<file path="config.mk">
export PLATFORM = sky130hd
export DESIGN_NAME = hsvg_scale
export DESIGN_NICKNAME = d
export VERILOG_FILES = /design/src/hw/rtl/hsvg_pkg.sv /design/src/hw/rtl/hsvg_scale.sv
export SDC_FILE = /design/constraint.sdc
export NUM_CORES = 2
export LEC_CHECK = 0
export ABC_AREA = 1
export BUFFER_PORTS_ARGS = -buffer_cell sky130_fd_sc_hd__buf_2
export CORE_ASPECT_RATIO = 0.6
export CORE_UTILIZATION = 45
export CTS_CLUSTER_SIZE = 12
export DETAILED_ROUTE_END_ITERATION = 10
export GPL_TIMING_DRIVEN = 0
export HOLD_SLACK_MARGIN = 0.12
export SYNTH_ARGS = -nofsm -noshare
export SYNTH_HDL_FRONTEND = slang
export SYNTH_SLANG_ARGS = --single-unit
export TNS_END_PERCENT = 1
</file>
<file path="constraint.sdc">
create_clock -name clk_i -period 5.7 [get_ports clk_i]
set_input_delay 0.855 -clock clk_i [delete_from_list [all_inputs] [get_ports clk_i]]
set_output_delay 0.855 -clock clk_i [all_outputs]
set_load 0.005 [all_outputs]
</file>
<file path="src/hw/rtl/hsvg_pkg.sv">
// Shared types, widths and constants of the HSV to RGB gamma pipeline.
package hsvg_pkg;

  // Field widths
  localparam int unsigned OP_W   = 1;
  localparam int unsigned HUE_W  = 9;
  localparam int unsigned LVL_W  = 8;
  localparam int unsigned F_W    = 6;   // hue offset inside a sector, 0..59
  localparam int unsigned FC_W   = 7;   // 60 - f, 1..60
  localparam int unsigned PROD_W = 14;  // S*f and S*(60-f), up to 15300
  localparam int unsigned PN_W   = 16;  // V*(255-S)
  localparam int unsigned QT_W   = 22;  // V*(15300-x)

  // Arithmetic constants
  localparam logic [HUE_W-1:0] HUE_MAX    = 9'd359;
  localparam int unsigned      SECTOR_DEG = 60;
  localparam int unsigned      FULL       = 255;
  localparam int unsigned      QT_DEN     = FULL * SECTOR_DEG;

  // Reciprocals: floor(x/255) = (x*P_RECIP) >> P_SHIFT for x < 2^16,
  // floor(x/15300) = (x*QT_RECIP) >> QT_SHIFT for x < 2^22.
  localparam int unsigned         P_RECIP_W  = 16;
  localparam logic [P_RECIP_W-1:0] P_RECIP   = 16'd32897;
  localparam int unsigned         P_SHIFT    = 23;
  localparam int unsigned         QT_RECIP_W = 23;
  localparam logic [QT_RECIP_W-1:0] QT_RECIP = 23'd4491470;
  localparam int unsigned         QT_SHIFT   = 36;

  // Gamma table
  localparam int unsigned GAMMA_DEPTH = 256;

  typedef enum logic [OP_W-1:0] {
    OP_CONVERT = 1'b0,
    OP_WRITE   = 1'b1
  } hsvg_op_e;

  // 60 degree hue sectors
  typedef enum logic [2:0] {
    SEC_R_Y = 3'd0,
    SEC_Y_G = 3'd1,
    SEC_G_C = 3'd2,
    SEC_C_B = 3'd3,
    SEC_B_M = 3'd4,
    SEC_M_R = 3'd5
  } hsvg_sector_e;

  // Stage 1: sector split
  typedef struct packed {
    hsvg_op_e          op;
    hsvg_sector_e      sector;
    logic [F_W-1:0]    f;
    logic [LVL_W-1:0]  s;
    logic [LVL_W-1:0]  v;
    logic              s_zero;
    logic [LVL_W-1:0]  idx;
    logic [LVL_W-1:0]  val;
  } hsvg_s1_t;

  // Stage 2: first products
  typedef struct packed {
    hsvg_op_e           op;
    hsvg_sector_e       sector;
    logic [LVL_W-1:0]   v;
    logic               s_zero;
    logic [PROD_W-1:0]  sf;
    logic [PROD_W-1:0]  sfc;
    logic [PN_W-1:0]    pn;
    logic [LVL_W-1:0]   idx;
    logic [LVL_W-1:0]   val;
  } hsvg_s2_t;

  typedef struct packed {
    logic     valid;
    hsvg_s2_t data;
  } hsvg_s2_link_t;

  // Stage 3: numerators
  typedef struct packed {
    hsvg_op_e          op;
    hsvg_sector_e      sector;
    logic [LVL_W-1:0]  v;
    logic              s_zero;
    logic [QT_W-1:0]   qn;
    logic [QT_W-1:0]   tn;
    logic [PN_W-1:0]   pn;
    logic [LVL_W-1:0]  idx;
    logic [LVL_W-1:0]  val;
  } hsvg_s3_t;

  // Stage 4: levels p, q, t
  typedef struct packed {
    hsvg_op_e          op;
    hsvg_sector_e      sector;
    logic [LVL_W-1:0]  v;
    logic              s_zero;
    logic [LVL_W-1:0]  p;
    logic [LVL_W-1:0]  q;
    logic [LVL_W-1:0]  t;
    logic [LVL_W-1:0]  idx;
    logic [LVL_W-1:0]  val;
  } hsvg_s4_t;

  typedef struct packed {
    logic     valid;
    hsvg_s4_t data;
  } hsvg_s4_link_t;

  // Stage 5: channel levels before gamma
  typedef struct packed {
    hsvg_op_e          op;
    logic [LVL_W-1:0]  v;
    logic              s_zero;
    logic [LVL_W-1:0]  r;
    logic [LVL_W-1:0]  g;
    logic [LVL_W-1:0]  b;
    logic [LVL_W-1:0]  idx;
    logic [LVL_W-1:0]  val;
  } hsvg_s5_t;

  // Stage 6: side data next to the table read
  typedef struct packed {
    logic [LVL_W-1:0]  v;
    logic              s_zero;
  } hsvg_s6_t;

endpackage

</file>
<file path="src/hw/rtl/hsvg_scale.sv">
// Stages 3 and 4: wide numerators, then division by constants via reciprocals.
module hsvg_scale (
  input  logic                    clk_i,
  input  logic                    rst_ni,
  input  hsvg_pkg::hsvg_s2_link_t s2_i,
  output logic                    s2_ready_o,
  output hsvg_pkg::hsvg_s4_link_t s4_o,
  input  logic                    s4_ready_i
);
  import hsvg_pkg::*;

  localparam int unsigned PPROD_W = PN_W + P_RECIP_W;
  localparam int unsigned QPROD_W = QT_W + QT_RECIP_W;

  logic               s3_valid_q;
  hsvg_s3_t           s3_q, s3_d;
  logic               s4_valid_q;
  hsvg_s4_t           s4_q, s4_d;
  logic               s3_en, s4_en;
  logic [PPROD_W-1:0] p_prod;
  logic [QPROD_W-1:0] q_prod;
  logic [QPROD_W-1:0] t_prod;

  assign s4_en      = !s4_valid_q || s4_ready_i;
  assign s3_en      = !s3_valid_q || s4_en;
  assign s2_ready_o = s3_en;

  // Stage 3: V*(15300 - S*f) and V*(15300 - S*(60-f))
  always_comb begin
    s3_d.op     = s2_i.data.op;
    s3_d.sector = s2_i.data.sector;
    s3_d.v      = s2_i.data.v;
    s3_d.s_zero = s2_i.data.s_zero;
    s3_d.qn     = QT_W'(s2_i.data.v) * QT_W'(PROD_W'(QT_DEN) - s2_i.data.sf);
    s3_d.tn     = QT_W'(s2_i.data.v) * QT_W'(PROD_W'(QT_DEN) - s2_i.data.sfc);
    s3_d.pn     = s2_i.data.pn;
    s3_d.idx    = s2_i.data.idx;
    s3_d.val    = s2_i.data.val;
  end

  always_ff @(posedge clk_i or negedge rst_ni) begin
    if (!rst_ni) begin
      s3_valid_q <= 1'b0;
    end else if (s3_en) begin
      s3_valid_q <= s2_i.valid;
    end
  end

  always_ff @(posedge clk_i) begin
    if (s3_en) begin
      s3_q <= s3_d;
    end
  end

  // Stage 4: floor divisions by 255 and 15300 as reciprocal multiplies
  always_comb begin
    p_prod      = PPROD_W'(s3_q.pn) * PPROD_W'(P_RECIP);
    q_prod      = QPROD_W'(s3_q.qn) * QPROD_W'(QT_RECIP);
    t_prod      = QPROD_W'(s3_q.tn) * QPROD_W'(QT_RECIP);
    s4_d.op     = s3_q.op;
    s4_d.sector = s3_q.sector;
    s4_d.v      = s3_q.v;
    s4_d.s_zero = s3_q.s_zero;
    s4_d.p      = p_prod[P_SHIFT +: LVL_W];
    s4_d.q      = q_prod[QT_SHIFT +: LVL_W];
    s4_d.t      = t_prod[QT_SHIFT +: LVL_W];
    s4_d.idx    = s3_q.idx;
    s4_d.val    = s3_q.val;
  end

  always_ff @(posedge clk_i or negedge rst_ni) begin
    if (!rst_ni) begin
      s4_valid_q <= 1'b0;
    end else if (s4_en) begin
      s4_valid_q <= s3_valid_q;
    end
  end

  always_ff @(posedge clk_i) begin
    if (s4_en) begin
      s4_q <= s4_d;
    end
  end

  assign s4_o.valid = s4_valid_q;
  assign s4_o.data  = s4_q;

endmodule

</file>
==> impl_metrics.yaml <==
finish:
  fin_area_um2: 32900
  num-nets-final: 4781
  fill_cells: 6258
  final_common_cell: "inv_1"
  regArea_um2: 4310
  drive_gt1_share_pct: 9.47
  final_cell_mix: "inv_1, nand2_1, ha_1, fa_1, nor2_1"
  multi_input_area_um2: 22000
  area_growth_pct: 11.2
drt:
  drt-total-wl_um: 80300
  num_vias: 23200
  drt-initial-drc-count: 2094
  first_pass_iters: 5
  avgRoutedWirePerCell_um: 17.4
  postRouteAntennaNets: 0
  vias_per_cell: 5.04
  drc: 0
min_path:
  hold_path_end: "s4_o[51]"
  min_from: "s3_q[87]"
  hold_path_depth: 0
  hp-class: "reg2reg"
status:
  run_status: "complete, no violations"
worst_setup_path:
  crit_buf_inv: 4
  crit_path_end_kind: "register"
  crit_path_frequent_cell: "fa_1"
  critPathMaxStageDelay_ns: 0.58
  crit_slowest_cell: "edfxtp_1"
  crit_cells: 19
  cp.required_ns: 5.91
  r2r_start: "s3_q[50]"
  cp.arrival_ns: 5.77
  cp_top_family: "adder cells"
  reg2reg_depth: 19
  critPathKind: "reg2reg"
  crit_chain: "ha_1, inv_1, fa_1, fa_1, inv_1, ha_1, fa_1, fa_1, inv_1, fa_1, inv_1, ha_1, nand2_1, nor2_2, nand2_1, nor3_1, nand3_1, nand4_1, nand2_1"
  rr_endpoint: "s4_o[22]"
  critPathMaxFanout: 7
  start_kind: "register"
  r2r_slack_ns: 0.14
synth:
  synth_area_per_cell_um2: 8.41
  netlist_area_um2: 29600
  synth-seq-area-share_pct: 14.6
  yosys_warnings: 0
  yosysTopAreaCell: "fa_1"
  synthesis.instances: 3517
  syn_nets: 4562
  post_synth_num_cell_types: 42
  ys_ff_latch: 144
  synth_top_area_share_pct: 27.6
  ys_top_cells_by_area: "fa_1, ha_1, edfxtp_1"
placed_design:
  gp_congestion: 0.971
  dp_hpwl_um: 69400
  pre_cts_slack_ns: -0.804
  placed_cell_area_um2: 31300
  io_buffers: 129
floorplan:
  die_w_um: 333
  die_y_um: 201
  coreArea_um2: 64700
  initial_core_util_pct: 45.7
  die-area_um2: 66800
  io_pins: 132
  rows: 72
sta:
  min_period_ns: 5.56
  period_share_pct: 97.6
  skew_ns: 0.0193
  setup_violations: 0
  drv_slew: 0
  max_freq_mhz: 180
  worst_pin_slew_ns: 0.933
  timing.hold.ws_ns: 0.411
  rsz0062_at_grt: "yes"
  final.setup.worst_slack_ns: 0.136
  relSlewSlack_pct: 37.8
  hold_violations: 0
global_route:
  grt_max_degree: 55
  grt_use_total_pct: 24.7
  grt-ovfl-total: 0
  grt_pass1_vias: 21800
  antenna_found_initial: 2
  grt_first_pass_wirelength_um: 126000
clocking:
  cts_made_buffers: 17
  cts.clk_slew.worst_paths_ns: 0.08
  cts_tree: "built"
  clock-sinks: 144
  cts-root-buf: "clkbuf_16"
  clk_latency_ns: 0.50
  cts_buffer_depth: 2
  cts_max_level: 4
run:
  maxCapViolCount: 0
==> cells in the mapped netlist <==
library cell / instances
inv_1: 943
nand2_1: 680
ha_1: 560
fa_1: 408
nor2_1: 241
a21oi_1: 143
edfxtp_1: 142
nand3_1: 96
o21ai_0: 85
xor2_1: 36
nand4_1: 32
nor3_1: 23
clkbuf_1: 22
o21bai_1: 13
xnor2_1: 13
or2_2: 8
a21o_1: 7
nand2_2: 7
inv_2: 6
nand3b_1: 5
or2_1: 5
a31oi_1: 4
nor4_1: 4
a21boi_0: 3
and2_1: 3
clkinv_1: 3
o21ai_1: 3
o21ai_2: 3
o31ai_1: 3
buf_6: 2
dfrtp_1: 2
o21a_1: 2
buf_2: 1
buf_4: 1
nand3_2: 1
nand4_4: 1
nor2_2: 1
nor3_2: 1
nor3b_1: 1
o211ai_1: 1
o21ai_4: 1
xnor2_2: 1
==> sequential cells by signal, summed over array words and instances (netlist names) <==
register and flops:
s4_valid_q 1, s3_q 89, s4_o 53, s3_valid_q 1
==> metrics by stage <==
stage	cells	util, %	TNS, ns
after floorplan	3517	-	0
after global placement	4497	48.4	-93.21
after detailed placement	4498	48.5	-7.10
after CTS	4530	49.4	0
after global routing	4600	50.8	-0.375
final	4603	50.8	0
==> layout make-up <==
cell class / instances / share of cell area (%)
clock inverter: 15 / 0.575
sequential: 144 / 13.1
tap: 851 / 3.24
buffer: 25 / 0.346
timing repair buffer: 201 / 3.68
multi-input combinational: 2395 / 66.8
antenna: 3 / 0.0228
clock buffer: 17 / 1.29
inverter: 952 / 10.9
==> layer usage <==
layer,vias up,GRT usage [%],wire length (um)
met3,45,7.60,9120
met5,-,0.426,0
li1,11300,-,-
met4,0,3.18,559
met1,11000,43.1,44400
met2,876,28.3,26200
==> kinds of logic (layout without fill, tap and decap cells) <==
logic type      Yosys count  count (layout)  synth area share [%]
simple gates           1109            1109                  15.3
flops                   144             144                  14.6
other cells               0               3                     0
xor+xnor                 50              50                  1.51
compound gates          268             268                  4.87
buf+inv                 978            1210                  12.5
fa+ha+maj               968             968                  51.3
==> how the worst max path moves through the flow <==
stage | start | end | slack, ns
finish | s3_q[50] | s4_o[22] | 0.14
global placement | s4_ready_i | s2_ready_o | -1.22
global route | s2_i[46] | s3_q[75] | -0.1
floorplan | s2_i[32] | s3_q[45] | 0.20
detailed placement | s2_i[64] | s3_q[75] | -0.80
CTS | s2_i[46] | s3_q[75] | 0.0003
==> repair_timing <==
action	in CTS	in global routing
setup endpoints to repair	2	35
cloned	0	0
pin swaps	1	26
resized for setup	6	105
endpoints found under the hold margin	2	0
setup buffers	0	70
hold buffers	1	0
Power is left out: the tool's default activity adds up to more than one toggle a clock period on the data nets, which glitch-free logic cannot reach.
