`src/hw/rtl/hsvg_pkg.sv`:
```
// Shared types, widths and constants of the HSV to RGB gamma pipeline.
package hsvg_pkg;

  // Field widths
  localparam int unsigned OP_W   = 1;
  localparam int unsigned HUE_W  = 9;
  localparam int unsigned LVL_W  = 8;
  localparam int unsigned F_W    = 6;   // hue offset inside a sector, 0..59
  localparam int unsigned FC_W   = 7;   // 60 - f, 1..60
  localparam int unsigned PROD_W = 14;  // S*f and S*(60-f), up to 15300
  localparam int unsigned PN_W   = 16;  // V*(255-S)
  localparam int unsigned QT_W   = 22;  // V*(15300-x)

  // Arithmetic constants
  localparam logic [HUE_W-1:0] HUE_MAX    = 9'd359;
  localparam int unsigned      SECTOR_DEG = 60;
  localparam int unsigned      FULL       = 255;
  localparam int unsigned      QT_DEN     = FULL * SECTOR_DEG;

  // Reciprocals: floor(x/255) = (x*P_RECIP) >> P_SHIFT for x < 2^16,
  // floor(x/15300) = (x*QT_RECIP) >> QT_SHIFT for x < 2^22.
  localparam int unsigned         P_RECIP_W  = 16;
  localparam logic [P_RECIP_W-1:0] P_RECIP   = 16'd32897;
  localparam int unsigned         P_SHIFT    = 23;
  localparam int unsigned         QT_RECIP_W = 23;
  localparam logic [QT_RECIP_W-1:0] QT_RECIP = 23'd4491470;
  localparam int unsigned         QT_SHIFT   = 36;

  // Gamma table
  localparam int unsigned GAMMA_DEPTH = 256;

  typedef enum logic [OP_W-1:0] {
    OP_CONVERT = 1'b0,
    OP_WRITE   = 1'b1
  } hsvg_op_e;

  // 60 degree hue sectors
  typedef enum logic [2:0] {
    SEC_R_Y = 3'd0,
    SEC_Y_G = 3'd1,
    SEC_G_C = 3'd2,
    SEC_C_B = 3'd3,
    SEC_B_M = 3'd4,
    SEC_M_R = 3'd5
  } hsvg_sector_e;

  // Stage 1: sector split
  typedef struct packed {
    hsvg_op_e          op;
    hsvg_sector_e      sector;
    logic [F_W-1:0]    f;
    logic [LVL_W-1:0]  s;
    logic [LVL_W-1:0]  v;
    logic              s_zero;
    logic [LVL_W-1:0]  idx;
    logic [LVL_W-1:0]  val;
  } hsvg_s1_t;

  // Stage 2: first products
  typedef struct packed {
    hsvg_op_e           op;
    hsvg_sector_e       sector;
    logic [LVL_W-1:0]   v;
    logic               s_zero;
    logic [PROD_W-1:0]  sf;
    logic [PROD_W-1:0]  sfc;
    logic [PN_W-1:0]    pn;
    logic [LVL_W-1:0]   idx;
    logic [LVL_W-1:0]   val;
  } hsvg_s2_t;

  typedef struct packed {
    logic     valid;
    hsvg_s2_t data;
  } hsvg_s2_link_t;

  // Stage 3: numerators
  typedef struct packed {
    hsvg_op_e          op;
    hsvg_sector_e      sector;
    logic [LVL_W-1:0]  v;
    logic              s_zero;
    logic [QT_W-1:0]   qn;
    logic [QT_W-1:0]   tn;
    logic [PN_W-1:0]   pn;
    logic [LVL_W-1:0]  idx;
    logic [LVL_W-1:0]  val;
  } hsvg_s3_t;

  // Stage 4: levels p, q, t
  typedef struct packed {
    hsvg_op_e          op;
    hsvg_sector_e      sector;
    logic [LVL_W-1:0]  v;
    logic              s_zero;
    logic [LVL_W-1:0]  p;
    logic [LVL_W-1:0]  q;
    logic [LVL_W-1:0]  t;
    logic [LVL_W-1:0]  idx;
    logic [LVL_W-1:0]  val;
  } hsvg_s4_t;

  typedef struct packed {
    logic     valid;
    hsvg_s4_t data;
  } hsvg_s4_link_t;

  // Stage 5: channel levels before gamma
  typedef struct packed {
    hsvg_op_e          op;
    logic [LVL_W-1:0]  v;
    logic              s_zero;
    logic [LVL_W-1:0]  r;
    logic [LVL_W-1:0]  g;
    logic [LVL_W-1:0]  b;
    logic [LVL_W-1:0]  idx;
    logic [LVL_W-1:0]  val;
  } hsvg_s5_t;

  // Stage 6: side data next to the table read
  typedef struct packed {
    logic [LVL_W-1:0]  v;
    logic              s_zero;
  } hsvg_s6_t;

endpackage

```
`src/hw/rtl/hsvg_if.sv`:
```
// Valid/ready channel interfaces for the input and result beats.
interface hsvg_in_if;
  import hsvg_pkg::*;

  logic             valid;
  logic             ready;
  logic [OP_W-1:0]  operation;
  logic [HUE_W-1:0] hue;
  logic [LVL_W-1:0] saturation;
  logic [LVL_W-1:0] brightness;
  logic [LVL_W-1:0] table_index;
  logic [LVL_W-1:0] table_value;

  modport source (
    output valid, operation, hue, saturation, brightness, table_index, table_value,
    input  ready
  );
  modport sink (
    input  valid, operation, hue, saturation, brightness, table_index, table_value,
    output ready
  );
endinterface


```
`src/hw/rtl/hsvg_front.sv`:
```
// Stages 1 and 2: hue clamp and sector split, then the narrow products.
module hsvg_front (
  input  logic                   clk_i,
  input  logic                   rst_ni,
  hsvg_in_if.sink                in_i,
  output hsvg_pkg::hsvg_s2_link_t s2_o,
  input  logic                   s2_ready_i
);
  import hsvg_pkg::*;

  logic             s1_valid_q;
  hsvg_s1_t         s1_q, s1_d;
  logic             s2_valid_q;
  hsvg_s2_t         s2_q, s2_d;
  logic             s1_en, s2_en;
  logic [HUE_W-1:0] hue_c;
  logic [HUE_W-1:0] base;
  hsvg_sector_e     sector;
  logic [FC_W-1:0]  fc;

  // A stage loads when empty or when its content moves on
  assign s2_en      = !s2_valid_q || s2_ready_i;
  assign s1_en      = !s1_valid_q || s2_en;
  assign in_i.ready = s1_en;

  // Stage 1: clamp hue, find sector and offset
  always_comb begin
    hue_c = (in_i.hue > HUE_MAX) ? HUE_MAX : in_i.hue;
    priority if (hue_c >= HUE_W'(5 * SECTOR_DEG)) begin
      sector = SEC_M_R;
      base   = HUE_W'(5 * SECTOR_DEG);
    end else if (hue_c >= HUE_W'(4 * SECTOR_DEG)) begin
      sector = SEC_B_M;
      base   = HUE_W'(4 * SECTOR_DEG);
    end else if (hue_c >= HUE_W'(3 * SECTOR_DEG)) begin
      sector = SEC_C_B;
      base   = HUE_W'(3 * SECTOR_DEG);
    end else if (hue_c >= HUE_W'(2 * SECTOR_DEG)) begin
      sector = SEC_G_C;
      base   = HUE_W'(2 * SECTOR_DEG);
    end else if (hue_c >= HUE_W'(SECTOR_DEG)) begin
      sector = SEC_Y_G;
      base   = HUE_W'(SECTOR_DEG);
    end else begin
      sector = SEC_R_Y;
      base   = '0;
    end
  end

  always_comb begin
    s1_d.op     = hsvg_op_e'(in_i.operation);
    s1_d.sector = sector;
    s1_d.f      = F_W'(hue_c - base);
    s1_d.s      = in_i.saturation;
    s1_d.v      = in_i.brightness;
    s1_d.s_zero = (in_i.saturation == '0);
    s1_d.idx    = in_i.table_index;
    s1_d.val    = in_i.table_value;
  end

  always_ff @(posedge clk_i or negedge rst_ni) begin
    if (!rst_ni) begin
      s1_valid_q <= 1'b0;
    end else if (s1_en) begin
      s1_valid_q <= in_i.valid;
    end
  end

  always_ff @(posedge clk_i) begin
    if (s1_en) begin
      s1_q <= s1_d;
    end
  end

  // Stage 2: S*f, S*(60-f) and V*(255-S)
  always_comb begin
    fc          = FC_W'(SECTOR_DEG) - FC_W'(s1_q.f);
    s2_d.op     = s1_q.op;
    s2_d.sector = s1_q.sector;
    s2_d.v      = s1_q.v;
    s2_d.s_zero = s1_q.s_zero;
    s2_d.sf     = PROD_W'(s1_q.s) * PROD_W'(s1_q.f);
    s2_d.sfc    = PROD_W'(s1_q.s) * PROD_W'(fc);
    s2_d.pn     = PN_W'(s1_q.v) * (PN_W'(FULL) - PN_W'(s1_q.s));
    s2_d.idx    = s1_q.idx;
    s2_d.val    = s1_q.val;
  end

  always_ff @(posedge clk_i or negedge rst_ni) begin
    if (!rst_ni) begin
      s2_valid_q <= 1'b0;
    end else if (s2_en) begin
      s2_valid_q <= s1_valid_q;
    end
  end

  always_ff @(posedge clk_i) begin
    if (s2_en) begin
      s2_q <= s2_d;
    end
  end

  assign s2_o.valid = s2_valid_q;
  assign s2_o.data  = s2_q;

endmodule

```
`src/flat_wrapper.sv`:
```
// flat-port wrapper written by rule: the top's interface ports become plain ports
module hsvg_front_flat import hsvg_pkg::*;
  (clk_i, rst_ni, s2_o, s2_ready_i, in_i_valid, in_i_operation, in_i_hue, in_i_saturation, in_i_brightness, in_i_table_index, in_i_table_value, in_i_ready);
  hsvg_in_if in_i_i ();
  input  logic clk_i;
  input  logic rst_ni;
  output hsvg_pkg::hsvg_s2_link_t s2_o;
  input  logic s2_ready_i;
  input wire logic [$bits(in_i_i.valid)-1:0] in_i_valid;
  input wire logic [$bits(in_i_i.operation)-1:0] in_i_operation;
  input wire logic [$bits(in_i_i.hue)-1:0] in_i_hue;
  input wire logic [$bits(in_i_i.saturation)-1:0] in_i_saturation;
  input wire logic [$bits(in_i_i.brightness)-1:0] in_i_brightness;
  input wire logic [$bits(in_i_i.table_index)-1:0] in_i_table_index;
  input wire logic [$bits(in_i_i.table_value)-1:0] in_i_table_value;
  output wire logic [$bits(in_i_i.ready)-1:0] in_i_ready;
  assign in_i_i.valid = in_i_valid;
  assign in_i_i.operation = in_i_operation;
  assign in_i_i.hue = in_i_hue;
  assign in_i_i.saturation = in_i_saturation;
  assign in_i_i.brightness = in_i_brightness;
  assign in_i_i.table_index = in_i_table_index;
  assign in_i_i.table_value = in_i_table_value;
  assign in_i_ready = in_i_i.ready;
  hsvg_front u_core (.clk_i(clk_i), .rst_ni(rst_ni), .in_i(in_i_i), .s2_o(s2_o), .s2_ready_i(s2_ready_i));
endmodule
```
`config.mk`:
```
export PLATFORM = sky130hd
export DESIGN_NAME = hsvg_front_flat
export DESIGN_NICKNAME = d
export VERILOG_FILES = /design/src/hw/rtl/hsvg_pkg.sv /design/src/hw/rtl/hsvg_if.sv /design/src/hw/rtl/hsvg_front.sv /design/src/flat_wrapper.sv
export SDC_FILE = /design/constraint.sdc
export NUM_CORES = 1
export LEC_CHECK = 0
export ABC_AREA = 0
export BUFFER_PORTS_ARGS = -buffer_cell sky130_fd_sc_hd__buf_2
export CAP_MARGIN = 20
export CORE_MARGIN = 1
export CORE_UTILIZATION = 25
export DETAILED_ROUTE_END_ITERATION = 8
export PLACE_DENSITY = 0.38
export SLEW_MARGIN = 20
export SYNTH_ARGS = -nofsm -noshare
export SYNTH_HDL_FRONTEND = slang
export SYNTH_SLANG_ARGS = --single-unit
```
`constraint.sdc`:
```
create_clock -name clk_i -period 7.09 [get_ports clk_i]
set_input_delay 1.418 -clock clk_i [delete_from_list [all_inputs] [get_ports clk_i]]
set_output_delay 1.418 -clock clk_i [all_outputs]
set_load 0.05 [all_outputs]
```
==> results.ini, run 1 <==
[status]
status = complete, no violations

[layout]
layout_common_cells = buf_2 (120), edfxtp_1 (115), inv_1 (104)
final_common_cell = buf_2
area_growth_pct = 18.5
layout-drive-gt1-share = 0.177
regArea_um2 = 3500
diodes = 0
fin_nets = 1142
fillers = 3762
multi_input_area_um2 = 5230

[worst_setup_path]
crit_fanout = 11
r2r-end = u_core.s2_o[43]
cp_top_family = adder cells
reg2reg_from = u_core.s1_q[33]
critical_path.max_stage_delay_ns = 0.54
rrSetupSlack_ns = 1.88
crit_chain = inv_1, ha_1, nor2_1, xnor2_1, nand2_1, fa_1, fa_1, inv_1, fa_1, inv_1, fa_1, inv_1, ha_1, o21ai_0, a21oi_1, a31o_2, a21oi_1, xnor2_1
cp.depth = 18
worst-endpoint-arrival_ns = 5.40
critPathSlowestCell = edfxtp_1
crit_buf_inv = 4
r2r_cells = 18
path_class = reg2reg
worst-endpoint-required_ns = 7.28
start_kind = register
critPathCaptureType = register

[placement]
io_buffer_count = 120
dp_hpwl_um = 15800
gp_congestion = 0.727

[clock_network]
cts_buffers = 17
htreeDepth = 4
clockRootBuffer = clkbuf_16
path_clk_slew_ns = 0.06
hold_buffers = 0
cts_tree = yes
clkLatencyLatePin_ns = 0.45
cts_setup_buffers = 0
cts_resized = 0
cts_buffer_depth = 2
cts_sinks = 117

[global_route]
grt_pass1_vias = 6361
grt-ovfl-total = 0
grt_usage = 0.121
grt_max_degree = 45
grt_first_pass_wirelength_um = 34500
antenna_found_initial = 0

[power]
p_leak_nw = 4.96
peakVddDrop_mv = 0.172
p_per_area_nw_per_um2 = 460

[detailed_routing]
routed_wl_um = 21200
post-route-drc-count = 0
dr.pass1.iters = 4
ant_nets = 0
wl_per_cell_um = 15.2
vias = 5917
drt_iter0_markers = 177
vias_per_cell = 4.24

[floorplan]
dieArea_um2 = 37700
pin_count = 121
die_x_um = 194
core_um2 = 36500
num_rows = 70
die_h_um = 194
initial_utilization = 0.253

[timing]
hold_slack_ns = 0.417
slew_violations = 0
period_share = 0.734
finalHoldViolCount = 0
max_slew_margin = 0.469
setup-violations-final = 0
rsz0062_at_grt = false
max_freq_ghz = 0.192
tns_ns = 0
finClkSkew_ns = 0.0128
tightestPinTransition_ns = 0.796
period_needed_ns = 5.21

[logic_synthesis]
ys_warn_count = 0
synthFlopType = edfxtp_1
syn_nets = 1030
ys_seq_elements = 117
synth_edf_count = 115
synth.cell_area_um2 = 9240
synth_cell_type_count = 52
avgSynthCellArea_um2 = 11.5
async_flop_share = 0.0171
ys_seq_area_frac = 0.379
netlist_instances = 801

[hold_path]
whs_path_depth = 0
whs_endpoint = u_core.s2_o[2]
hp-start = u_core.s1_q[2]
hold_path.class = reg2reg

[job]
drv_cap = 0

[Yosys cell counts (4+ instances only)]
cell / n / area share
xnor2_1: 26 / 0.025
nor2_1: 21 / 0.0085
fa_1: 90 / 0.19
nand2b_1: 34 / 0.023
o2111ai_1: 4 / 0.0038
nand3_1: 8 / 0.0043
edfxtp_1: 115 / 0.37
and2_1: 68 / 0.046
ha_1: 93 / 0.13
o21ai_0: 16 / 0.0087
inv_1: 104 / 0.042
o21ai_1: 5 / 0.0027
clkbuf_1: 29 / 0.012
a21o_1: 10 / 0.0081
nor3_1: 6 / 0.0032
nor2b_1: 40 / 0.027
xor2_1: 11 / 0.010
nand2_1: 44 / 0.018
a21oi_1: 25 / 0.014
o21a_1: 5 / 0.0041
[per-stage QoR]
stage | instances | instance area (um2) | setup slack (ns) | utilization | power (mW)
CTS | 1394 | 10900 | 1.81 | 0.300 | 5.16
global route | 1394 | 10900 | 1.48 | 0.300 | 5.56
finish | 1394 | 10900 | 1.88 | 0.300 | 5.03
floorplan | 801 | 9240 | 2.27 | - | 3.56
global placement | 1362 | 10300 | 1.97 | 0.283 | 4.21
detailed placement | 1362 | 10300 | 1.82 | 0.283 | 4.19
[where the power goes]
part           switching [mW]  leakage (nW)  total [mW]  internal (mW)
clock network           0.357         0.292       0.913          0.556
logic                    1.81          3.49        2.97           1.16
registers              0.0792          1.18        1.15           1.07
total                    2.25          4.96        5.03           2.79
[sequential cells by signal, indices dropped and copies added (netlist names)]
name / flops
u_core.s1_valid_q: 1
u_core.s2_o: 72
u_core.s2_valid_q: 1
u_core.s1_q: 43
[worst reg2reg max path, delay by kind of cell, from the launching register on]
family / cells / cell delay, ns
xor gates and xnor gates: 2 / 0.57
AOI/OAI and AO/OA: 4 / 0.77
adders and majority gates: 6 / 2.62
DFF: 1 / 0.54
and+or+nand+nor: 2 / 0.22
buffers and inverters: 4 / 0.25
[cells by family after synthesis]
family,count (synthesis),synth area share
and+or+nand+nor,239,0.146
adders and majority gates,183,0.321
buffers and inverters,136,0.0562
DFF,117,0.379
AOI/OAI and AO/OA,89,0.0632
xor gates and xnor gates,37,0.0351
[cell type report]
cell class | count | area share
multi-input combinational | 548 | 0.477
sequential | 117 | 0.320
timing repair buffer | 125 | 0.0583
tap | 468 | 0.0535
clock buffer | 18 | 0.0392
inverter | 104 | 0.0357
clock inverter | 14 | 0.0161
[routing by layer]
metal	global-route usage	share of wire	vias to the layer above
li1	-	-	2888
met4	0.0467	0.015	0
met1	0.148	0.45	2927
met2	0.207	0.50	88
met3	0.0257	0.032	14
met5	0	0	-
[how the worst max path moves through the flow]
stage / startpoint / endpoint
floorplan: u_core.s1_q[33] / u_core.s2_o[43]
global placement: u_core.s1_q[34] / u_core.s2_o[43]
detailed placement: u_core.s1_q[34] / u_core.s2_o[43]
CTS: u_core.s1_q[33] / u_core.s2_o[43]
global route: u_core.s1_q[34] / u_core.s2_o[43]
finish: u_core.s1_q[33] / u_core.s2_o[43]
(Power assumes the default switching activity.)
==> inputs of run 2 (changes only) <==
--- a/config.mk
+++ b/config.mk
@@ -11,7 +11,7 @@
 export CORE_MARGIN = 1
 export CORE_UTILIZATION = 25
 export DETAILED_ROUTE_END_ITERATION = 8
-export PLACE_DENSITY = 0.38
+export PLACE_DENSITY = 0.39
 export SLEW_MARGIN = 20
 export SYNTH_ARGS = -nofsm -noshare
 export SYNTH_HDL_FRONTEND = slang
==> constraint.sdc (replaced) <==
create_clock -name clk_i -period 4.5 [get_ports clk_i]
set_input_delay 0.9 -clock clk_i [delete_from_list [all_inputs] [get_ports clk_i]]
set_output_delay 0.9 -clock clk_i [all_outputs]
set_load 0.05 [all_outputs]
==> results.ini, run 2 (same netlist as run 1, synthesis figures left out) <==
[status]
status = complete, no violations

[detailed_routing]
drt_iter0_markers = 204
vias_per_cell = 4.20
wl_per_cell_um = 14.8
post-route-drc-count = 0
dr.pass1.iters = 4
ant_nets = 0
routed_wl_um = 21900
vias = 6222

[layout]
fin_area_um2 = 11900
area_growth_pct = 28.9
layout-drive-gt1-share = 0.294
largest_reg_flops = 72
layout_common_cells = buf_2 (120), edfxtp_1 (115), inv_1 (98)
post-route-util = 0.326
fin_nets = 1229
layout.cells.non_filler = 1482
final_common_cell = buf_2

[timing]
period_share = 0.999
hold_slack_ns = 0.238
slew_violations = 0
rsz0062_at_grt = true
finalHoldViolCount = 0
max_freq_ghz = 0.222
tightestPinTransition_ns = 0.972
setup-violations-final = 0
period_needed_ns = 4.50
max_slew_margin = 0.352
finClkSkew_ns = 0.0134

[floorplan]
die_x_um = 194
dieArea_um2 = 37700
initial_utilization = 0.253
pin_count = 121
die_h_um = 194
core_um2 = 36500
num_rows = 70

[global_route]
grt_max_degree = 61
grt_usage = 0.122
grt-ovfl-total = 0
grt_first_pass_wirelength_um = 35400
grt_pass1_vias = 6565
antenna_found_initial = 2

[worst_setup_path]
critPathSlowestCell = fa_1
crit_chain = buf_6, o21ai_4, xor2_2, buf_4, buf_4, buf_4, and2_1, fa_1, fa_1, fa_1, ha_4, ha_4, buf_4, o2111ai_4, o211ai_1, a21oi_2, xnor2_1
critPathCaptureType = register
critical_path.max_stage_delay_ns = 0.59
path_class = reg2reg
crit_fanout = 3
start_kind = register
worst-endpoint-arrival_ns = 4.68
path_common_cell = buf_4
worst-endpoint-required_ns = 4.68

[clock_network]
cts_sinks = 117
clockRootBuffer = clkbuf_16
cts_buffers = 17
htreeDepth = 4
cts_tree = yes
path_clk_slew_ns = 0.06
clkLatencyLatePin_ns = 0.44
cts_buffer_depth = 2
hold_buffers = 0

[hold_path]
hold_path.class = in2async

[power]
total_power_mw = 9.40
p_leak_nw = 5.43
p_per_area_nw_per_um2 = 789
peakVddDrop_mv = 0.393

[placement]
io_buffer_count = 120
dp_hpwl_um = 16800
place_area_um2 = 10900
gp_congestion = 0.762
dp.cells = 1433

[job]
drv_cap = 0

## run 2: cell types whose count changed in the layout (fill, tap and decap cells not counted), sizes merged, moves of 2 or more
cell      previous run  this run
buf                125       212
clkinv               5         2
inv                108       111
clkinvlp             2         4
## run 2: routing by layer
metal | vias up | wire, um | global-route usage
met5 | - | 13 | 0
met4 | 2 | 281 | 0.0423
met2 | 114 | 9750 | 0.189
met3 | 15 | 1060 | 0.0330
met1 | 3023 | 10800 | 0.165
li1 | 3068 | - | -
## run 2: timing repair
| action | in CTS | in global routing |
|---|---|---|
| pin swaps | 24 | 28 |
| gates resized for setup | 26 | 30 |
| setup endpoints to repair | 5 | 12 |
| buffers inserted | 8 | 8 |
## run 2: path summary, 6_finish.rpt
path                                      to             from  cells after the start  slack (ns)
setup reg to reg             u_core.s2_o[44]  u_core.s1_q[33]                     17       0.005
max in group asynchronous  u_core.s1_valid_q           rst_ni                      1        4.17
hold / removal             u_core.s2_valid_q           rst_ni                      1        0.24
setup / recovery             u_core.s2_o[44]  u_core.s1_q[33]                     17       0.005
min in group clk_i            u_core.s2_o[7]   u_core.s1_q[7]                      0        0.42
hold reg to reg               u_core.s2_o[7]   u_core.s1_q[7]                      0        0.42
## run 2: final cells by class
| class | count | area [um2] |
|---|---|---|
| antenna | 1 | 2.50 |
| clock buffer | 17 | 425 |
| clock inverter | 15 | 168 |
| fill | 3773 | 24600 |
| inverter | 104 | 390 |
| multi-input combinational | 548 | 5520 |
| sequential | 117 | 3500 |
| tap | 468 | 586 |
| timing repair buffer | 212 | 1320 |
## run 2: critical path, delay by kind of cell (launching register included)
kind / cells / cell delay [ns]
AND/OR/NAND/NOR: 1 / 0.17
AO/OA/AOI/OAI: 4 / 0.66
adder cells (fa/ha/maj): 5 / 2.07
buffers and inverters: 5 / 0.68
XOR/XNOR: 2 / 0.23
flip-flops: 1 / 0.45
## run 2: where the power goes
part           leakage, nW  internal, mW  switching (mW)
logic                 3.96          2.80            3.42
clock network        0.280         0.827           0.578
registers             1.18          1.69          0.0929
total                 5.43          5.31            4.09
## run 2: per-stage QoR
step,setup WS (ns),setup TNS (ns)
finish,0.00472,0
global route,-0.202,-0.737
CTS,-0.0000440,-0.0000440
detailed placement,-0.151,-0.558
global placement,-0.0308,-0.0450
floorplan,0.00165,0
